`config.mk`:
```
export PLATFORM = sky130hd
export DESIGN_NAME = parameter_ramp_slew_unit
export DESIGN_NICKNAME = d
export VERILOG_FILES = /design/src/sv/prs_pkg.sv /design/src/sv/prs_div.sv /design/src/sv/prs_dp.sv /design/src/sv/prs_ctrl.sv /design/src/sv/parameter_ramp_slew_unit.sv
export SDC_FILE = /design/constraint.sdc
export NUM_CORES = 1
export LEC_CHECK = 0
export BUFFER_PORTS_ARGS = -buffer_cell sky130_fd_sc_hd__buf_4
export CAP_MARGIN = 20
export CORE_UTILIZATION = 64
export DETAILED_ROUTE_END_ITERATION = 16
export PLACE_DENSITY = 0.82
export SYNTH_ARGS = -nofsm -noshare
export SYNTH_HDL_FRONTEND = slang
export SYNTH_HIERARCHICAL = 1
export SYNTH_SLANG_ARGS = --single-unit
```
`constraint.sdc`:
```
create_clock -name i_clk -period 10.35 [get_ports i_clk]
set_input_delay 0.5175 -clock i_clk [delete_from_list [all_inputs] [get_ports i_clk]]
set_output_delay 0.5175 -clock i_clk [all_outputs]
set_load 0.1 [all_outputs]
```
`src/sv/prs_pkg.sv`:
```
// ----------------------------------------------------------------------------
// prs_pkg
// Types and constants shared by the controller and datapath of the
// parameter ramp and slew unit.
// ----------------------------------------------------------------------------
package prs_pkg;

    localparam int VALUE_WIDTH_DEF = 32;
    localparam int COUNT_WIDTH_DEF = 24;

    typedef enum logic [1:0] {
        REQ_SET  = 2'd0,
        REQ_RAMP = 2'd1,
        REQ_SLEW = 2'd2,
        REQ_TICK = 2'd3
    } t_req;

    typedef enum logic [1:0] {
        MODE_OFF  = 2'd0,
        MODE_RAMP = 2'd1,
        MODE_SLEW = 2'd2
    } t_mode;

    typedef enum logic [3:0] {
        S_IDLE,
        S_DECODE,
        S_DIV_START,
        S_DIV_WAIT,
        S_DIV_FIX,
        S_RAMP_ACC,
        S_RAMP_LEVEL,
        S_SLEW_DIFF,
        S_SLEW_STEP,
        S_FINISH
    } t_state;

    typedef struct packed {
        logic capture;
        logic do_set;
        logic ramp_begin;
        logic div_start;
        logic div_fix;
        logic ramp_acc;
        logic ramp_level;
        logic slew_begin;
        logic slew_diff;
        logic slew_step;
        logic out_load;
    } t_cmd;

    typedef struct packed {
        t_req  req;
        logic  count_zero;
        logic  target_eq_level;
        t_mode mode;
        logic  div_done;
    } t_status;

endpackage

```
`src/sv/prs_div.sv`:
```
// ----------------------------------------------------------------------------
// prs_div
// Restoring unsigned divider, one quotient bit per cycle.
// ----------------------------------------------------------------------------
module prs_div #(
    parameter int DIVIDEND_WIDTH = prs_pkg::VALUE_WIDTH_DEF,
    parameter int DIVISOR_WIDTH  = prs_pkg::COUNT_WIDTH_DEF
) (
    input  logic                      i_clk,
    input  logic                      i_rst_n,
    input  logic                      i_start,
    input  logic [DIVIDEND_WIDTH-1:0] i_dividend,
    input  logic [DIVISOR_WIDTH-1:0]  i_divisor,
    output logic                      o_done,
    output logic [DIVIDEND_WIDTH-1:0] o_quotient,
    output logic [DIVISOR_WIDTH-1:0]  o_remainder
);

    localparam int CNT_W = $clog2(DIVIDEND_WIDTH + 1);

    logic                      r_busy;
    logic                      r_done;
    logic [CNT_W-1:0]          r_cnt;
    logic [DIVIDEND_WIDTH-1:0] r_quot;
    logic [DIVISOR_WIDTH-1:0]  r_rem;

    logic [DIVISOR_WIDTH:0]    w_trial;
    logic [DIVISOR_WIDTH:0]    w_diff;
    logic                      w_fits;

    always_comb begin
        w_trial = {r_rem, r_quot[DIVIDEND_WIDTH-1]};
        w_fits  = (w_trial >= {1'b0, i_divisor});
        w_diff  = w_trial - {1'b0, i_divisor};
    end

    always_ff @(posedge i_clk) begin
        if (!i_rst_n) begin
            r_busy <= 1'b0;
            r_done <= 1'b0;
            r_cnt  <= '0;
        end else begin
            r_done <= 1'b0;
            if (i_start) begin
                r_busy <= 1'b1;
                r_cnt  <= '0;
            end else if (r_busy) begin
                r_cnt <= r_cnt + 1'b1;
                if (r_cnt == CNT_W'(DIVIDEND_WIDTH - 1)) begin
                    r_busy <= 1'b0;
                    r_done <= 1'b1;
                end
            end
        end
    end

    always_ff @(posedge i_clk) begin
        if (i_start) begin
            r_quot <= i_dividend;
            r_rem  <= '0;
        end else if (r_busy) begin
            r_quot <= {r_quot[DIVIDEND_WIDTH-2:0], w_fits};
            r_rem  <= w_fits ? w_diff[DIVISOR_WIDTH-1:0] : w_trial[DIVISOR_WIDTH-1:0];
        end
    end

    assign o_done      = r_done;
    assign o_quotient  = r_quot;
    assign o_remainder = r_rem;

endmodule

```
`src/sv/prs_dp.sv`:
```
// ----------------------------------------------------------------------------
// prs_dp
// Datapath: request capture, level and motion registers, incremental ramp
// accumulator, slew stepping and the result register.
// ----------------------------------------------------------------------------
module prs_dp #(
    parameter int VALUE_WIDTH = prs_pkg::VALUE_WIDTH_DEF,
    parameter int COUNT_WIDTH = prs_pkg::COUNT_WIDTH_DEF
) (
    input  logic                          i_clk,
    input  logic                          i_rst_n,
    input  prs_pkg::t_cmd                 i_cmd,
    input  logic [1:0]                    i_req_type,
    input  logic signed [VALUE_WIDTH-1:0] i_target_value,
    input  logic [COUNT_WIDTH-1:0]        i_sample_count,
    input  logic signed [VALUE_WIDTH-1:0] i_step_size,
    output prs_pkg::t_status              o_status,
    output logic signed [VALUE_WIDTH-1:0] o_out_value,
    output logic                          o_moving
);

    localparam int VW = VALUE_WIDTH;
    localparam int CW = COUNT_WIDTH;
    localparam logic [VW-1:0] VMAX = {1'b0, {(VW-1){1'b1}}};
    localparam logic [VW-1:0] VMIN = {1'b1, {(VW-1){1'b0}}};

    // Captured request
    prs_pkg::t_req r_req;
    logic [VW-1:0] r_target;
    logic [CW-1:0] r_count;
    logic [VW-1:0] r_step_in;

    // Motion state
    prs_pkg::t_mode r_mode;
    logic [VW-1:0]  r_level;
    logic [VW-1:0]  r_origin;
    logic [VW:0]    r_span;
    logic [CW-1:0]  r_length;
    logic [CW:0]    r_pos;
    logic [VW:0]    r_qs;
    logic [CW-1:0]  r_rs;
    logic [VW:0]    r_acc_q;
    logic [CW-1:0]  r_acc_r;
    logic [VW-1:0]  r_goal;
    logic [VW-1:0]  r_step;
    logic [VW-1:0]  r_step_mag;
    logic [VW:0]    r_diff;

    logic [VW-1:0]  r_out_value;
    logic           r_out_moving;

    // Divider
    logic           w_div_done;
    logic [VW-1:0]  w_quot;
    logic [CW-1:0]  w_rem;
    logic [VW:0]    w_span_abs;

    logic [CW:0]    w_rsum;
    logic           w_r_wrap;
    logic [VW+1:0]  w_ramp_sum;
    logic [VW-1:0]  w_ramp_level;
    logic [VW-1:0]  w_mag;
    logic [VW-1:0]  w_up_mag;
    logic           w_up;
    logic [VW:0]    w_neg_sum;
    logic           w_close;
    logic [VW:0]    w_slew_sum;
    logic [VW-1:0]  w_slew_level;

    always_comb begin
        w_span_abs = r_span[VW] ? (~r_span + 1'b1) : r_span;
    end

    prs_div #(
        .DIVIDEND_WIDTH (VW),
        .DIVISOR_WIDTH  (CW)
    ) u_div (
        .i_clk       (i_clk),
        .i_rst_n     (i_rst_n),
        .i_start     (i_cmd.div_start),
        .i_dividend  (w_span_abs[VW-1:0]),
        .i_divisor   (r_length),
        .o_done      (w_div_done),
        .o_quotient  (w_quot),
        .o_remainder (w_rem)
    );

    // Ramp: span*k = acc_q*N + acc_r is advanced by span = qs*N + rs each tick.
    always_comb begin
        w_rsum     = {1'b0, r_acc_r} + {1'b0, r_rs};
        w_r_wrap   = (w_rsum >= {1'b0, r_length});
        w_ramp_sum = {{2{r_origin[VW-1]}}, r_origin} + {r_acc_q[VW], r_acc_q};
        if (w_ramp_sum[VW+1:VW-1] == 3'b000 || w_ramp_sum[VW+1:VW-1] == 3'b111) begin
            w_ramp_level = w_ramp_sum[VW-1:0];
        end else begin
            w_ramp_level = w_ramp_sum[VW+1] ? VMIN : VMAX;
        end
    end

    // Slew setup and stepping.
    always_comb begin
        w_mag    = r_step_in[VW-1] ? (~r_step_in + 1'b1) : r_step_in;
        w_up_mag = w_mag[VW-1] ? VMAX : w_mag;
        w_up     = ($signed(r_target) > $signed(r_level));
        // A negative distance is closer than the step when distance + step > 0.
        w_neg_sum = r_diff + {1'b0, r_step_mag};
        if (!r_diff[VW]) begin
            w_close = (r_diff < {1'b0, r_step_mag});
        end else begin
            w_close = !w_neg_sum[VW] && (w_neg_sum != '0);
        end
        w_slew_sum = {r_level[VW-1], r_level} + {r_step[VW-1], r_step};
        if (w_slew_sum[VW] != w_slew_sum[VW-1]) begin
            w_slew_level = w_slew_sum[VW] ? VMIN : VMAX;
        end else begin
            w_slew_level = w_slew_sum[VW-1:0];
        end
    end

    always_ff @(posedge i_clk) begin
        if (!i_rst_n) begin
            r_mode  <= prs_pkg::MODE_OFF;
            r_level <= '0;
        end else begin
            if (i_cmd.do_set) begin
                r_level <= r_target;
                r_mode  <= prs_pkg::MODE_OFF;
            end
            if (i_cmd.ramp_begin) begin
                r_mode <= prs_pkg::MODE_RAMP;
            end
            if (i_cmd.slew_begin) begin
                r_mode <= prs_pkg::MODE_SLEW;
            end
            if (i_cmd.ramp_acc && r_pos >= {1'b0, r_length}) begin
                r_mode <= prs_pkg::MODE_OFF;
            end
            if (i_cmd.ramp_level) begin
                r_level <= w_ramp_level;
            end
            if (i_cmd.slew_step) begin
                if (w_close) begin
                    r_level <= r_goal;
                    r_mode  <= prs_pkg::MODE_OFF;
                end else begin
                    r_level <= w_slew_level;
                end
            end
        end
    end

    always_ff @(posedge i_clk) begin
        if (i_cmd.capture) begin
            r_req     <= prs_pkg::t_req'(i_req_type);
            r_target  <= i_target_value;
            r_count   <= i_sample_count;
            r_step_in <= i_step_size;
        end
        if (i_cmd.ramp_begin) begin
            r_origin <= r_level;
            r_span   <= {r_target[VW-1], r_target} - {r_level[VW-1], r_level};
            r_length <= r_count;
            r_pos    <= {{CW{1'b0}}, 1'b1};
            r_acc_q  <= '0;
            r_acc_r  <= '0;
        end
        // Floor division of a negative span: quotient down by one, remainder
        // reflected, unless the division is exact.
        if (i_cmd.div_fix) begin
            if (!r_span[VW]) begin
                r_qs <= {1'b0, w_quot};
                r_rs <= w_rem;
            end else if (w_rem == '0) begin
                r_qs <= ~{1'b0, w_quot} + 1'b1;
                r_rs <= '0;
            end else begin
                r_qs <= ~{1'b0, w_quot};
                r_rs <= r_length - w_rem;
            end
        end
        if (i_cmd.ramp_acc) begin
            r_acc_r <= w_r_wrap ? (w_rsum[CW-1:0] - r_length) : w_rsum[CW-1:0];
            r_acc_q <= r_acc_q + r_qs + {{VW{1'b0}}, w_r_wrap};
            r_pos   <= r_pos + 1'b1;
        end
        if (i_cmd.slew_begin) begin
            r_goal     <= r_target;
            r_step_mag <= w_up ? w_up_mag : w_mag;
            r_step     <= w_up ? w_up_mag : (~w_mag + 1'b1);
        end
        if (i_cmd.slew_diff) begin
            r_diff <= {r_goal[VW-1], r_goal} - {r_level[VW-1], r_level};
        end
        if (i_cmd.out_load) begin
            r_out_value  <= r_level;
            r_out_moving <= (r_mode != prs_pkg::MODE_OFF);
        end
    end

    always_comb begin
        o_status.req             = r_req;
        o_status.count_zero      = (r_count == '0);
        o_status.target_eq_level = (r_target == r_level);
        o_status.mode            = r_mode;
        o_status.div_done        = w_div_done;
    end

    assign o_out_value = r_out_value;
    assign o_moving    = r_out_moving;

endmodule

```
`src/sv/prs_ctrl.sv`:
```
// ----------------------------------------------------------------------------
// prs_ctrl
// Controller: sequences each request through the datapath and owns both
// channel handshakes.
// ----------------------------------------------------------------------------
module prs_ctrl (
    input  logic             i_clk,
    input  logic             i_rst_n,
    input  logic             i_in_valid,
    output logic             o_in_ready,
    output logic             o_out_valid,
    input  logic             i_out_ready,
    input  prs_pkg::t_status i_status,
    output prs_pkg::t_cmd    o_cmd
);

    prs_pkg::t_state r_state;
    prs_pkg::t_state n_state;
    logic            r_out_valid;
    logic            n_out_valid;

    always_ff @(posedge i_clk) begin
        if (!i_rst_n) begin
            r_state     <= prs_pkg::S_IDLE;
            r_out_valid <= 1'b0;
        end else begin
            r_state     <= n_state;
            r_out_valid <= n_out_valid;
        end
    end

    always_comb begin
        n_state    = r_state;
        o_cmd      = '0;
        o_in_ready = 1'b0;
        case (r_state)
            prs_pkg::S_IDLE: begin
                o_in_ready = 1'b1;
                if (i_in_valid) begin
                    o_cmd.capture = 1'b1;
                    n_state       = prs_pkg::S_DECODE;
                end
            end
            prs_pkg::S_DECODE: begin
                case (i_status.req)
                    prs_pkg::REQ_SET: begin
                        o_cmd.do_set = 1'b1;
                        n_state      = prs_pkg::S_FINISH;
                    end
                    prs_pkg::REQ_RAMP: begin
                        if (i_status.count_zero) begin
                            o_cmd.do_set = 1'b1;
                            n_state      = prs_pkg::S_FINISH;
                        end else begin
                            o_cmd.ramp_begin = 1'b1;
                            n_state          = prs_pkg::S_DIV_START;
                        end
                    end
                    prs_pkg::REQ_SLEW: begin
                        if (i_status.target_eq_level) begin
                            o_cmd.do_set = 1'b1;
                        end else begin
                            o_cmd.slew_begin = 1'b1;
                        end
                        n_state = prs_pkg::S_FINISH;
                    end
                    prs_pkg::REQ_TICK: begin
                        case (i_status.mode)
                            prs_pkg::MODE_RAMP: n_state = prs_pkg::S_RAMP_ACC;
                            prs_pkg::MODE_SLEW: n_state = prs_pkg::S_SLEW_DIFF;
                            default:            n_state = prs_pkg::S_FINISH;
                        endcase
                    end
                    default: n_state = prs_pkg::S_FINISH;
                endcase
            end
            prs_pkg::S_DIV_START: begin
                o_cmd.div_start = 1'b1;
                n_state         = prs_pkg::S_DIV_WAIT;
            end
            prs_pkg::S_DIV_WAIT: begin
                if (i_status.div_done) begin
                    n_state = prs_pkg::S_DIV_FIX;
                end
            end
            prs_pkg::S_DIV_FIX: begin
                o_cmd.div_fix = 1'b1;
                n_state       = prs_pkg::S_FINISH;
            end
            prs_pkg::S_RAMP_ACC: begin
                o_cmd.ramp_acc = 1'b1;
                n_state        = prs_pkg::S_RAMP_LEVEL;
            end
            prs_pkg::S_RAMP_LEVEL: begin
                o_cmd.ramp_level = 1'b1;
                n_state          = prs_pkg::S_FINISH;
            end
            prs_pkg::S_SLEW_DIFF: begin
                o_cmd.slew_diff = 1'b1;
                n_state         = prs_pkg::S_SLEW_STEP;
            end
            prs_pkg::S_SLEW_STEP: begin
                o_cmd.slew_step = 1'b1;
                n_state         = prs_pkg::S_FINISH;
            end
            prs_pkg::S_FINISH: begin
                // The result register is loaded once the previous item has left or is taken in this cycle.
                if (!r_out_valid || i_out_ready) begin
                    o_cmd.out_load = 1'b1;
                    n_state        = prs_pkg::S_IDLE;
                end
            end
            default: n_state = prs_pkg::S_IDLE;
        endcase
    end

    always_comb begin
        if (o_cmd.out_load) begin
            n_out_valid = 1'b1;
        end else if (i_out_ready) begin
            n_out_valid = 1'b0;
        end else begin
            n_out_valid = r_out_valid;
        end
    end

    assign o_out_valid = r_out_valid;

endmodule

```
`src/sv/parameter_ramp_slew_unit.sv`:
```
// ----------------------------------------------------------------------------
// parameter_ramp_slew_unit
// Smoothed Q16.16 control value with set, linear ramp, slew and tick requests.
//
//   channel  direction  handshake                  payload
//   request  in         i_in_valid / o_in_ready    req_type, target_value,
//                                                  sample_count, step_size
//   result   out        o_out_valid / i_out_ready  out_value, moving
//
// One request is processed at a time. A ramp start waits for the bit-serial
// divider that splits the span by the ramp length. Reset is synchronous; it
// clears the level to zero and stops any motion. A new request is taken
// while the previous result waits; a stalled result holds the finishing
// request, and with it the input.
// ----------------------------------------------------------------------------
module parameter_ramp_slew_unit #(
    parameter int VALUE_WIDTH = prs_pkg::VALUE_WIDTH_DEF,
    parameter int COUNT_WIDTH = prs_pkg::COUNT_WIDTH_DEF
) (
    input  logic                          i_clk,
    input  logic                          i_rst_n,
    input  logic                          i_in_valid,
    output logic                          o_in_ready,
    input  logic [1:0]                    i_req_type,
    input  logic signed [VALUE_WIDTH-1:0] i_target_value,
    input  logic [COUNT_WIDTH-1:0]        i_sample_count,
    input  logic signed [VALUE_WIDTH-1:0] i_step_size,
    output logic                          o_out_valid,
    input  logic                          i_out_ready,
    output logic signed [VALUE_WIDTH-1:0] o_out_value,
    output logic                          o_moving
);

    prs_pkg::t_cmd    w_cmd;
    prs_pkg::t_status w_status;

    prs_ctrl u_ctrl (
        .i_clk       (i_clk),
        .i_rst_n     (i_rst_n),
        .i_in_valid  (i_in_valid),
        .o_in_ready  (o_in_ready),
        .o_out_valid (o_out_valid),
        .i_out_ready (i_out_ready),
        .i_status    (w_status),
        .o_cmd       (w_cmd)
    );

    prs_dp #(
        .VALUE_WIDTH (VALUE_WIDTH),
        .COUNT_WIDTH (COUNT_WIDTH)
    ) u_dp (
        .i_clk          (i_clk),
        .i_rst_n        (i_rst_n),
        .i_cmd          (w_cmd),
        .i_req_type     (i_req_type),
        .i_target_value (i_target_value),
        .i_sample_count (i_sample_count),
        .i_step_size    (i_step_size),
        .o_status       (w_status),
        .o_out_value    (o_out_value),
        .o_moving       (o_moving)
    );

endmodule

```
# Word-level counts from Yosys, hierarchy flattened
# Cells that the tools add are included.
# Widths: inputs -> output; s select.
# classes
bitwise	6
n_addsub	17
eq_ne	21
muxes	67
order_cmp	5
reduce_logical	22
# op_table
op	count
$mux 32	15
$mux 24	6
$mux 33	3
$add 32x1->32 const B	3
$not 32->32	3
$ge 25x24->1	3
$sub 24x24->24	3
$sub 32x32->33	2
$mux 25	2
$logic_not 24->1	2
$add 32x33->34	1
$add 32x32->33	1
$add 33x1->33	1
$add 33x1->33 const B	1
$add 33x32->33	1
$add 33x33->33	1
$lt 33x32->1	1
$not 32->33	1
$reduce_bool 33->1	1
$eq 32x32->1	1
$gt 32x32->1	1
$pmux 4 s8	1
$mux 31	1
$add 24x24->25	1
31 further kinds	82
# totals
in_bits	94
reg_bits	583
wordCells	166

# Depth between registers and ports, before layout
# Gate-level depths: netlist of the first run.
# depth
word_depth	10
ltp_mapped	35
ltp_nobuf	34

# Hierarchy
# Netlist of the first run, hierarchy kept.
# by_module_without_submodules
module	area_each_um2	seq_area_each_um2	cells_each	instances
prs_dp	35816.9	15064.4	3608	1
prs_div	4078.9	1601.5	417	1
prs_ctrl	505.5	100.1	66	1

# Worst setup path before layout of the first run
# No wires, ideal clock.
# synth_timing
kind	flip-flop to flip-flop
from	register u_dp.r_target[21]
to	register u_dp.r_mode[0]
arrival_time_ns	6.794
path_stages_with_launch	8
slack_ns	3.166
cell_sequence	edfxtp_1 -> ha_1 -> and4_1 -> nand2_1 -> nor4_1 -> nor4b_1 -> nor4b_2 -> nor4_1
# synth_lines
element	line_no	text
start: declaration	prs_dp.sv:29	logic [VW-1:0] r_target;
start signal: assignment	prs_dp.sv:155	r_target <= i_target_value;
end signal: assignment	prs_dp.sv:122	r_mode <= prs_pkg::MODE_OFF;
end signal: assignment	prs_dp.sv:127	r_mode <= prs_pkg::MODE_OFF;
end signal: assignment	prs_dp.sv:130	r_mode <= prs_pkg::MODE_RAMP;
end: declaration	prs_dp.sv:34	prs_pkg::t_mode r_mode;

# Final worst setup path of the first run
# layout_timing
from	register u_dp.r_rs[1]
to	register u_dp.r_acc_q[32], data pin
# layout_via
elab_chain_cells	4
# layout_lines
element	line_no	text
start: declaration	prs_dp.sv:41	logic [CW-1:0] r_rs;
start signal: assignment	prs_dp.sv:172	r_rs <= w_rem;
start signal: assignment	prs_dp.sv:178	r_rs <= r_length - w_rem;
$add 24x24->25	prs_dp.sv:90	w_rsum = {1'b0, r_acc_r} + {1'b0, r_rs};
$ge 25x24->1	prs_dp.sv:91	w_r_wrap = (w_rsum >= {1'b0, r_length});
$add 33x1->33	prs_dp.sv:183	r_acc_q <= r_acc_q + r_qs + {{VW{1'b0}}, w_r_wrap};
$mux 33	prs_dp.sv:181	if (i_cmd.ramp_acc) begin
end signal: assignment	prs_dp.sv:183	
end: declaration	prs_dp.sv:42	logic [VW:0] r_acc_q;
# Every way passes these cells.
# A chain may end at the register's enable or synchronous reset.

==> run_results.csv, run 1 <==
group,metric,value,unit
final_layout,area_growth,9.88,%
outcome,status,"finished, final reports clean",
grt,overflow,0,
power,p_clk_share,24.6,%
detailed_routing,ant_nets,0,
synthesis,yosysMostFrequentCell,"edfxtp_1",
cts,holdBufCountCts,0,
die,core,62100,um^2
cts,clk_pin_slew_worst_paths,0.06,ns
detailed_routing,dr.pass1.iters,7,
cts,clock_path_buffers,3,
synthesis,syn_area_per_cell,9.88,um^2
grt,grtUsageTotal,34.8,%
detailed_routing,wl_per_cell,22.0,um
placed_design,io_buffers,128,
detailed_routing,drc,0,
die,die_h,253,um
grt,antenna_found_initial,1,
detailed_routing,drt-vias-per-instance,6.46,
synthesis,synth_area_leaders,"edfxtp_1, ha_1, xnor2_1",
synthesis,synthArstFlopShare,0,%
sta,finClkSkew,0.0401,ns
die,die_area,64100,um^2
sta,period_needed,7.98,ns
detailed_routing,dr_total_vias,33000,
sta,rsz0062_at_grt,"false",
setup_path,crit_arrival,8.33,ns
sta,period_share,77.1,%
power,p_switching,3.74,mW
setup_path,rrSetupSlack,2.37,ns
power,leakage,17.3,nW
die,start_util,65.1,%
setup_path,end_kind,"register",
synthesis,synthDistinctLibCells,128,
placed_design,place_area,42200,um^2
cts,clock_latency,0.63,ns
cts,cts_inserted_buffers,67,
die,row_count,91,
sta,slew_headroom,25.0,%
final_layout,num-nets-final,4662,
sta,setup_viol,0,
synthesis,synth_top_area_cell,"edfxtp_1",
power,comb_power_share,40.1,%
min_path,hp-class,"in2reg",
placed_design,place_hpwl,85.9,mm
final_layout,drive_gt1_share,9.37,%
synthesis,ys_top_cells_by_count,"edfxtp_1, ha_1, nor2_1",
synthesis,synthCells,4091,
grt,grt_pass1_vias,30700,
setup_path,critical_path.max_stage_delay,0.71,ns
job,drv_cap,0,
die,fp.dieW,253,um
power,power_frac_seq,35.3,%
final_layout,num-fill-cells,4568,
die,ios,129,
power,power.density,218,nW/um^2
synthesis,synth-edff-count,511,
setup_path,start_kind,"register",
final_layout,fin_area,44400,um^2
cts,cts.sink_count,582,
cts,cts_max_level,3,
sta,worstMarginPinSlew,1.12,ns
sta,max_freq,125,MHz
power,irDropWorstVdd,0.168,mV
sta,tns,0,ns
detailed_routing,drt_wl_total,112,mm
sta,hold_violations,0,
synthesis,synthFlopType,"edfxtp_1",
sta,slew_viol_final,0,
synthesis,yosysSeqAreaShare,41.5,%
power,power.total,9.67,mW
cts,clock-root-buffer,"clkbuf_16",
placed_design,gp_congestion,0.992,
grt,grt_start_max_net_pins,77,
cts,post_cts_buffers,0,
setup_path,crit_type,"reg2reg",
synthesis,synth_warnings,6,
cts,cts_tree,"done",
grt,grt_pass1_wl,172,mm
setup_path,cp_data_required_time,10.70,ns
setup_path,path_max_fanout,4,
power,internal-power,5.93,mW
synthesis,ys_ff_latch,582,
synthesis,synth_nets,4546,
synthesis,netlist_area,40400,um^2
synthesis,synth_top_cell_area_share,38.0,%
detailed_routing,drt_iter0_markers,3627,
power,switching_share,38.7,%
setup_path,crit_slowest_cell,"a2111oi_0",
cts,cts_resized,0,
## worst max-delay path, delay by kind of cell, from the launching register on
family          cells  cell delay, ns
xor+xnor            2            0.29
fa+ha+maj           4            1.49
simple gates        4            0.47
compound gates     19            5.03
flops               1            0.41
## state kept, by name (all words and copies together), names as in the netlist, 33 cells and up
signal        count
u_dp/r_span      33
u_dp/r_acc_q     33
u_dp/r_qs        33
u_dp/r_diff      33
## metrics by stage
stage / instances / hold WS (ns) / setup slack, ns / util [%]
2_1_floorplan: 4091 / 0.426 / 3.17 / -
3_3_place_gp: 4973 / 0.433 / 2.74 / 67.9
3_5_place_dp: 4973 / 0.437 / 2.59 / 67.9
4_1_cts: 5095 / 0.0310 / 2.57 / 71.5
5_1_grt: 5097 / 0.0421 / 1.98 / 71.5
6_report: 5098 / 0.0610 / 2.37 / 71.5
## final timing paths
path               startpoint                  to  cells after the start
min reg2reg  u_dp/r_count[16]   u_dp/r_length[16]                      0
min           i_step_size[14]  u_dp/r_step_in[14]                      1
max              u_dp/r_rs[1]    u_dp/r_acc_q[32]                     29
max reg2reg      u_dp/r_rs[1]    u_dp/r_acc_q[32]                     29
## routing by layer
metal	track usage (%)	vias up	part of all wire (%)
met5	0	-	0.012
met4	15.0	2	4.4
met3	4.36	258	9.3
met2	55.4	1651	45
met1	47.7	15600	41
li1	-	15400	-
## power groups by stage
stage | clock network (mW) | logic, mW | registers, mW
after floorplan | 0 | 2.84 | 3.32
after global placement | 0 | 3.68 | 3.43
after detailed placement | 0 | 3.74 | 3.44
after CTS | 2.41 | 3.78 | 3.39
after global routing | 2.49 | 4.21 | 3.43
final | 2.38 | 3.87 | 3.41
## logic make-up (layout without fill, tap and decap cells)
kind of cell               count (synthesis)  after routing  synth area share [%]
DFF                                      582            582                  41.5
other                                      0              1                     0
buffers and inverters                    402            571                  4.04
AOI/OAI and AO/OA                       1181           1181                  19.2
and+or+nand+nor                         1130           1130                  14.0
muxes                                     85             85                  2.24
xor gates and xnor gates                 346            346                  7.52
adders and majority gates                365            365                  11.5
## layout make-up
type                    instances  area [um^2]  area share, %
clock inverters                40          433          0.975
clock buffers                  82         1760           3.97
multi-input cells            3107        22100           49.7
inverters                     288         1080           2.44
repair buffers                161         1230           2.77
flip-flops and latches        582        16800           37.8
well taps                     837         1050           2.36
diodes                          1         2.50        0.00564
## layout by cell type (no fill, tap or decap), types with 51 or more instances in the layout
| cell | netlist | final |
|---|---|---|
| a211oi_1 | 51 | 51 |
| a21o_1 | 111 | 111 |
| a21oi_1 | 320 | 320 |
| buf_4 | 4 | 160 |
| clkbuf_16 | 0 | 67 |
| dfxtp_1 | 71 | 71 |
| edfxtp_1 | 511 | 511 |
| ha_1 | 350 | 350 |
| inv_1 | 283 | 283 |
| nand2_1 | 268 | 268 |
| nand2b_1 | 65 | 65 |
| nand3_1 | 79 | 79 |
| nor2_1 | 327 | 326 |
| nor2b_1 | 52 | 51 |
| nor3_1 | 69 | 67 |
| o21ai_0 | 251 | 251 |
| xnor2_1 | 221 | 221 |
| xor2_1 | 124 | 124 |
Power figures use the tool's default switching activity.
==> run 2, diff against run 1 <==
--- a/config.mk
+++ b/config.mk
@@ -7,9 +7,9 @@
 export LEC_CHECK = 0
 export BUFFER_PORTS_ARGS = -buffer_cell sky130_fd_sc_hd__buf_4
 export CAP_MARGIN = 20
-export CORE_UTILIZATION = 64
+export CORE_UTILIZATION = 58
 export DETAILED_ROUTE_END_ITERATION = 16
-export PLACE_DENSITY = 0.82
+export PLACE_DENSITY = 0.78
 export SYNTH_ARGS = -nofsm -noshare
 export SYNTH_HDL_FRONTEND = slang
 export SYNTH_HIERARCHICAL = 1
==> constraint.sdc (replaced) <==
create_clock -name i_clk -period 7.1 [get_ports i_clk]
set_input_delay 0.355 -clock i_clk [delete_from_list [all_inputs] [get_ports i_clk]]
set_output_delay 0.355 -clock i_clk [all_outputs]
set_load 0.1 [all_outputs]
==> run 2 against run 1 <==
  * Sequential power rose by 47%
  * Cell area rose by 2.8%
  * Via count is 0.84% lower
  * Non-clock buffer count is 114 higher
  * Sequential share of layout area fell by 1.0 points
  * Routed wire length fell by 0.35%
  * Critical path type unchanged
  * Setup slack lost 2.1 ns
  * Die area increased by 10%
  * Critical path depth rose by 5
  * Power rose by 45%
  * Combinational power grew 47%
==> run_results.csv, run 2 (synthesis results as in run 1) <==
group,metric,value,unit
min_path,hold_start,"i_rst_n",
detailed_routing,drt_iter0_markers,3024,
cts,clk_pin_slew_worst_paths,0.06,ns
sta,hold_violations,0,
setup_path,start_kind,"register",
cts,cts.sink_count,582,
die,die_h,266,um
power,irDropWorstVdd,0.261,mV
die,row_count,96,
setup_path,cp_data_required_time,7.41,ns
die,start_util,58.8,%
detailed_routing,dr.pass1.iters,7,
setup_path,critical_path.max_stage_delay,0.42,ns
min_path,min_delay_path_depth,2,
die,fp.dieW,266,um
grt,overflow,0,
grt,grt-busiest-layer,"met2",
setup_path,end_kind,"register",
final_layout,num_antenna_cells,0,
setup_path,path_max_fanout,6,
grt,grtUsageTotal,31.1,%
grt,grt_pass1_vias,30600,
die,core,68700,um^2
placed_design,place_hpwl,84.5,mm
sta,max_freq,147,MHz
detailed_routing,drt-vias-per-instance,6.17,
placed_design,io_buffers,128,
grt,grt.met2_usage,48.8,%
cts,clock-root-buffer,"clkbuf_16",
setup_path,critPathBufInv,3,
sta,period_share,96.0,%
detailed_routing,dr_total_vias,32700,
cts,clock_latency,0.63,ns
min_path,hp-class,"in2reg",
detailed_routing,drt_wl_total,112,mm
final_layout,final_common_cell,"edfxtp_1",
setup_path,worstRegToRegCells,34,
final_layout,num-nets-final,4775,
cts,clock_path_buffers,3,
sta,worstMarginPinSlew,1.08,ns
setup_path,r2r-end,"u_dp/r_acc_q[28]",
setup_path,cp_top_family,"compound AO/OA/AOI/OAI gates",
final_layout,drive_gt1_share,10.3,%
setup_path,crit_type,"reg2reg",
setup_path,crit_slowest_cell,"o41a_1",
grt,grt_pass1_wl,171,mm
cts,cts_tree,"done",
detailed_routing,ant_nets,0,
setup_path,reg2reg_from,"u_dp/r_acc_r[0]",
sta,holdWs,0.107,ns
placed_design,gp_congestion,0.977,
setup_path,crit_arrival,7.13,ns
power,power.total,14.0,mW
die,die_area,70700,um^2
setup_path,rrSetupSlack,0.28,ns
sta,slew_viol_final,0,
die,ios,129,
min_path,holdPathEnd,"u_ctrl/r_state[3]",
grt,grtUsageMet1,43.0,%
final_layout,area_growth,12.9,%
sta,period_needed,6.82,ns
detailed_routing,drc,0,
final_layout,regArea,16800,um^2
power,power.density,307,nW/um^2
sta,tns,0,ns
grt,antenna_found_initial,0,
sta,setup_viol,0,
grt,grt_start_max_net_pins,83,
outcome,status,"finished, final reports clean",
grt,met3_usage,4.09,%
sta,slew_headroom,27.6,%
sta,finClkSkew,0.0378,ns
job,drv_cap,0,
final_layout,num-fill-cells,5305,
detailed_routing,wl_per_cell,21.1,um
final_layout,multiInputGateArea,22200,um^2
cts,cts_max_level,3,
cts,cts_inserted_buffers,66,
power,leakage,17.8,nW
final_layout,final_cell_mix,"edfxtp_1, ha_1, nor2_1",
==> run 2: changes by cell type in the layout (fill, tap and decap cells not counted), moves of 4 or more <==
cell	delta
dlygate4sd3_1	+90
buf_4	+24
a21oi_1	-6
a21oi_2	+6
o21ai_0	-6
a31oi_1	-4
a31oi_2	+4
o21ai_2	+4
==> run 2: timing repair <==
item,4_1_cts,5_1_grt
resized for setup,5,39
setup buffers,0,12
endpoints found under the hold margin,90,0
setup endpoints to repair,3,15
pin swaps,1,33
hold buffers,90,0
==> run 2: layout make-up <==
class / count / area share [%]
Clock buffer: 77 / 3.75
Clock inverter: 39 / 0.782
Inverter: 288 / 2.37
Multi-Input combinational cell: 3107 / 48.7
Sequential cell: 582 / 36.8
Tap cell: 931 / 2.55
Timing Repair Buffer: 275 / 5.06
==> run 2: where the power goes <==
group          leakage [nW]  switching (mW)  internal (mW)  total (mW)
clock network          1.01            1.43           1.89        3.32
logic                  11.5            3.42           2.28        5.70
registers              5.28           0.576           4.42        5.00
==> run 2: routing by layer <==
metal	wire length [um]	share of wire [%]
met5	0	0
met4	5190	4.6
met3	8670	7.8
met2	49700	45
met1	48100	43
==> run 2: how the worst max path moves through the flow <==
stage,startpoint,to,cells after the start
after CTS,u_dp/r_rs[1],u_dp/r_acc_q[32],31
final,u_dp/r_acc_r[0],u_dp/r_acc_q[28],34
after global routing,u_dp/r_acc_r[0],u_dp/r_acc_q[28],34
after floorplan,u_ctrl/r_state[1],u_dp/r_acc_q[0],3
after detailed placement,u_dp/r_rs[1],u_dp/r_acc_q[32],31
after global placement,u_dp/r_rs[1],u_dp/r_acc_q[32],31
==> run 2: through the flow <==
stage | worst slack [ns] | cell area (um^2) | std cells | util [%]
5_1_grt | -0.130 | 45600 | 5299 | 66.4
4_1_cts | 0.00110 | 45400 | 5287 | 66.0
3_5_place_dp | -0.122 | 42400 | 5081 | 61.7
3_3_place_gp | 0.00342 | 42400 | 5081 | 61.7
2_1_floorplan | 0.249 | 40400 | 4091 | -
6_report | 0.282 | 45600 | 5299 | 66.4
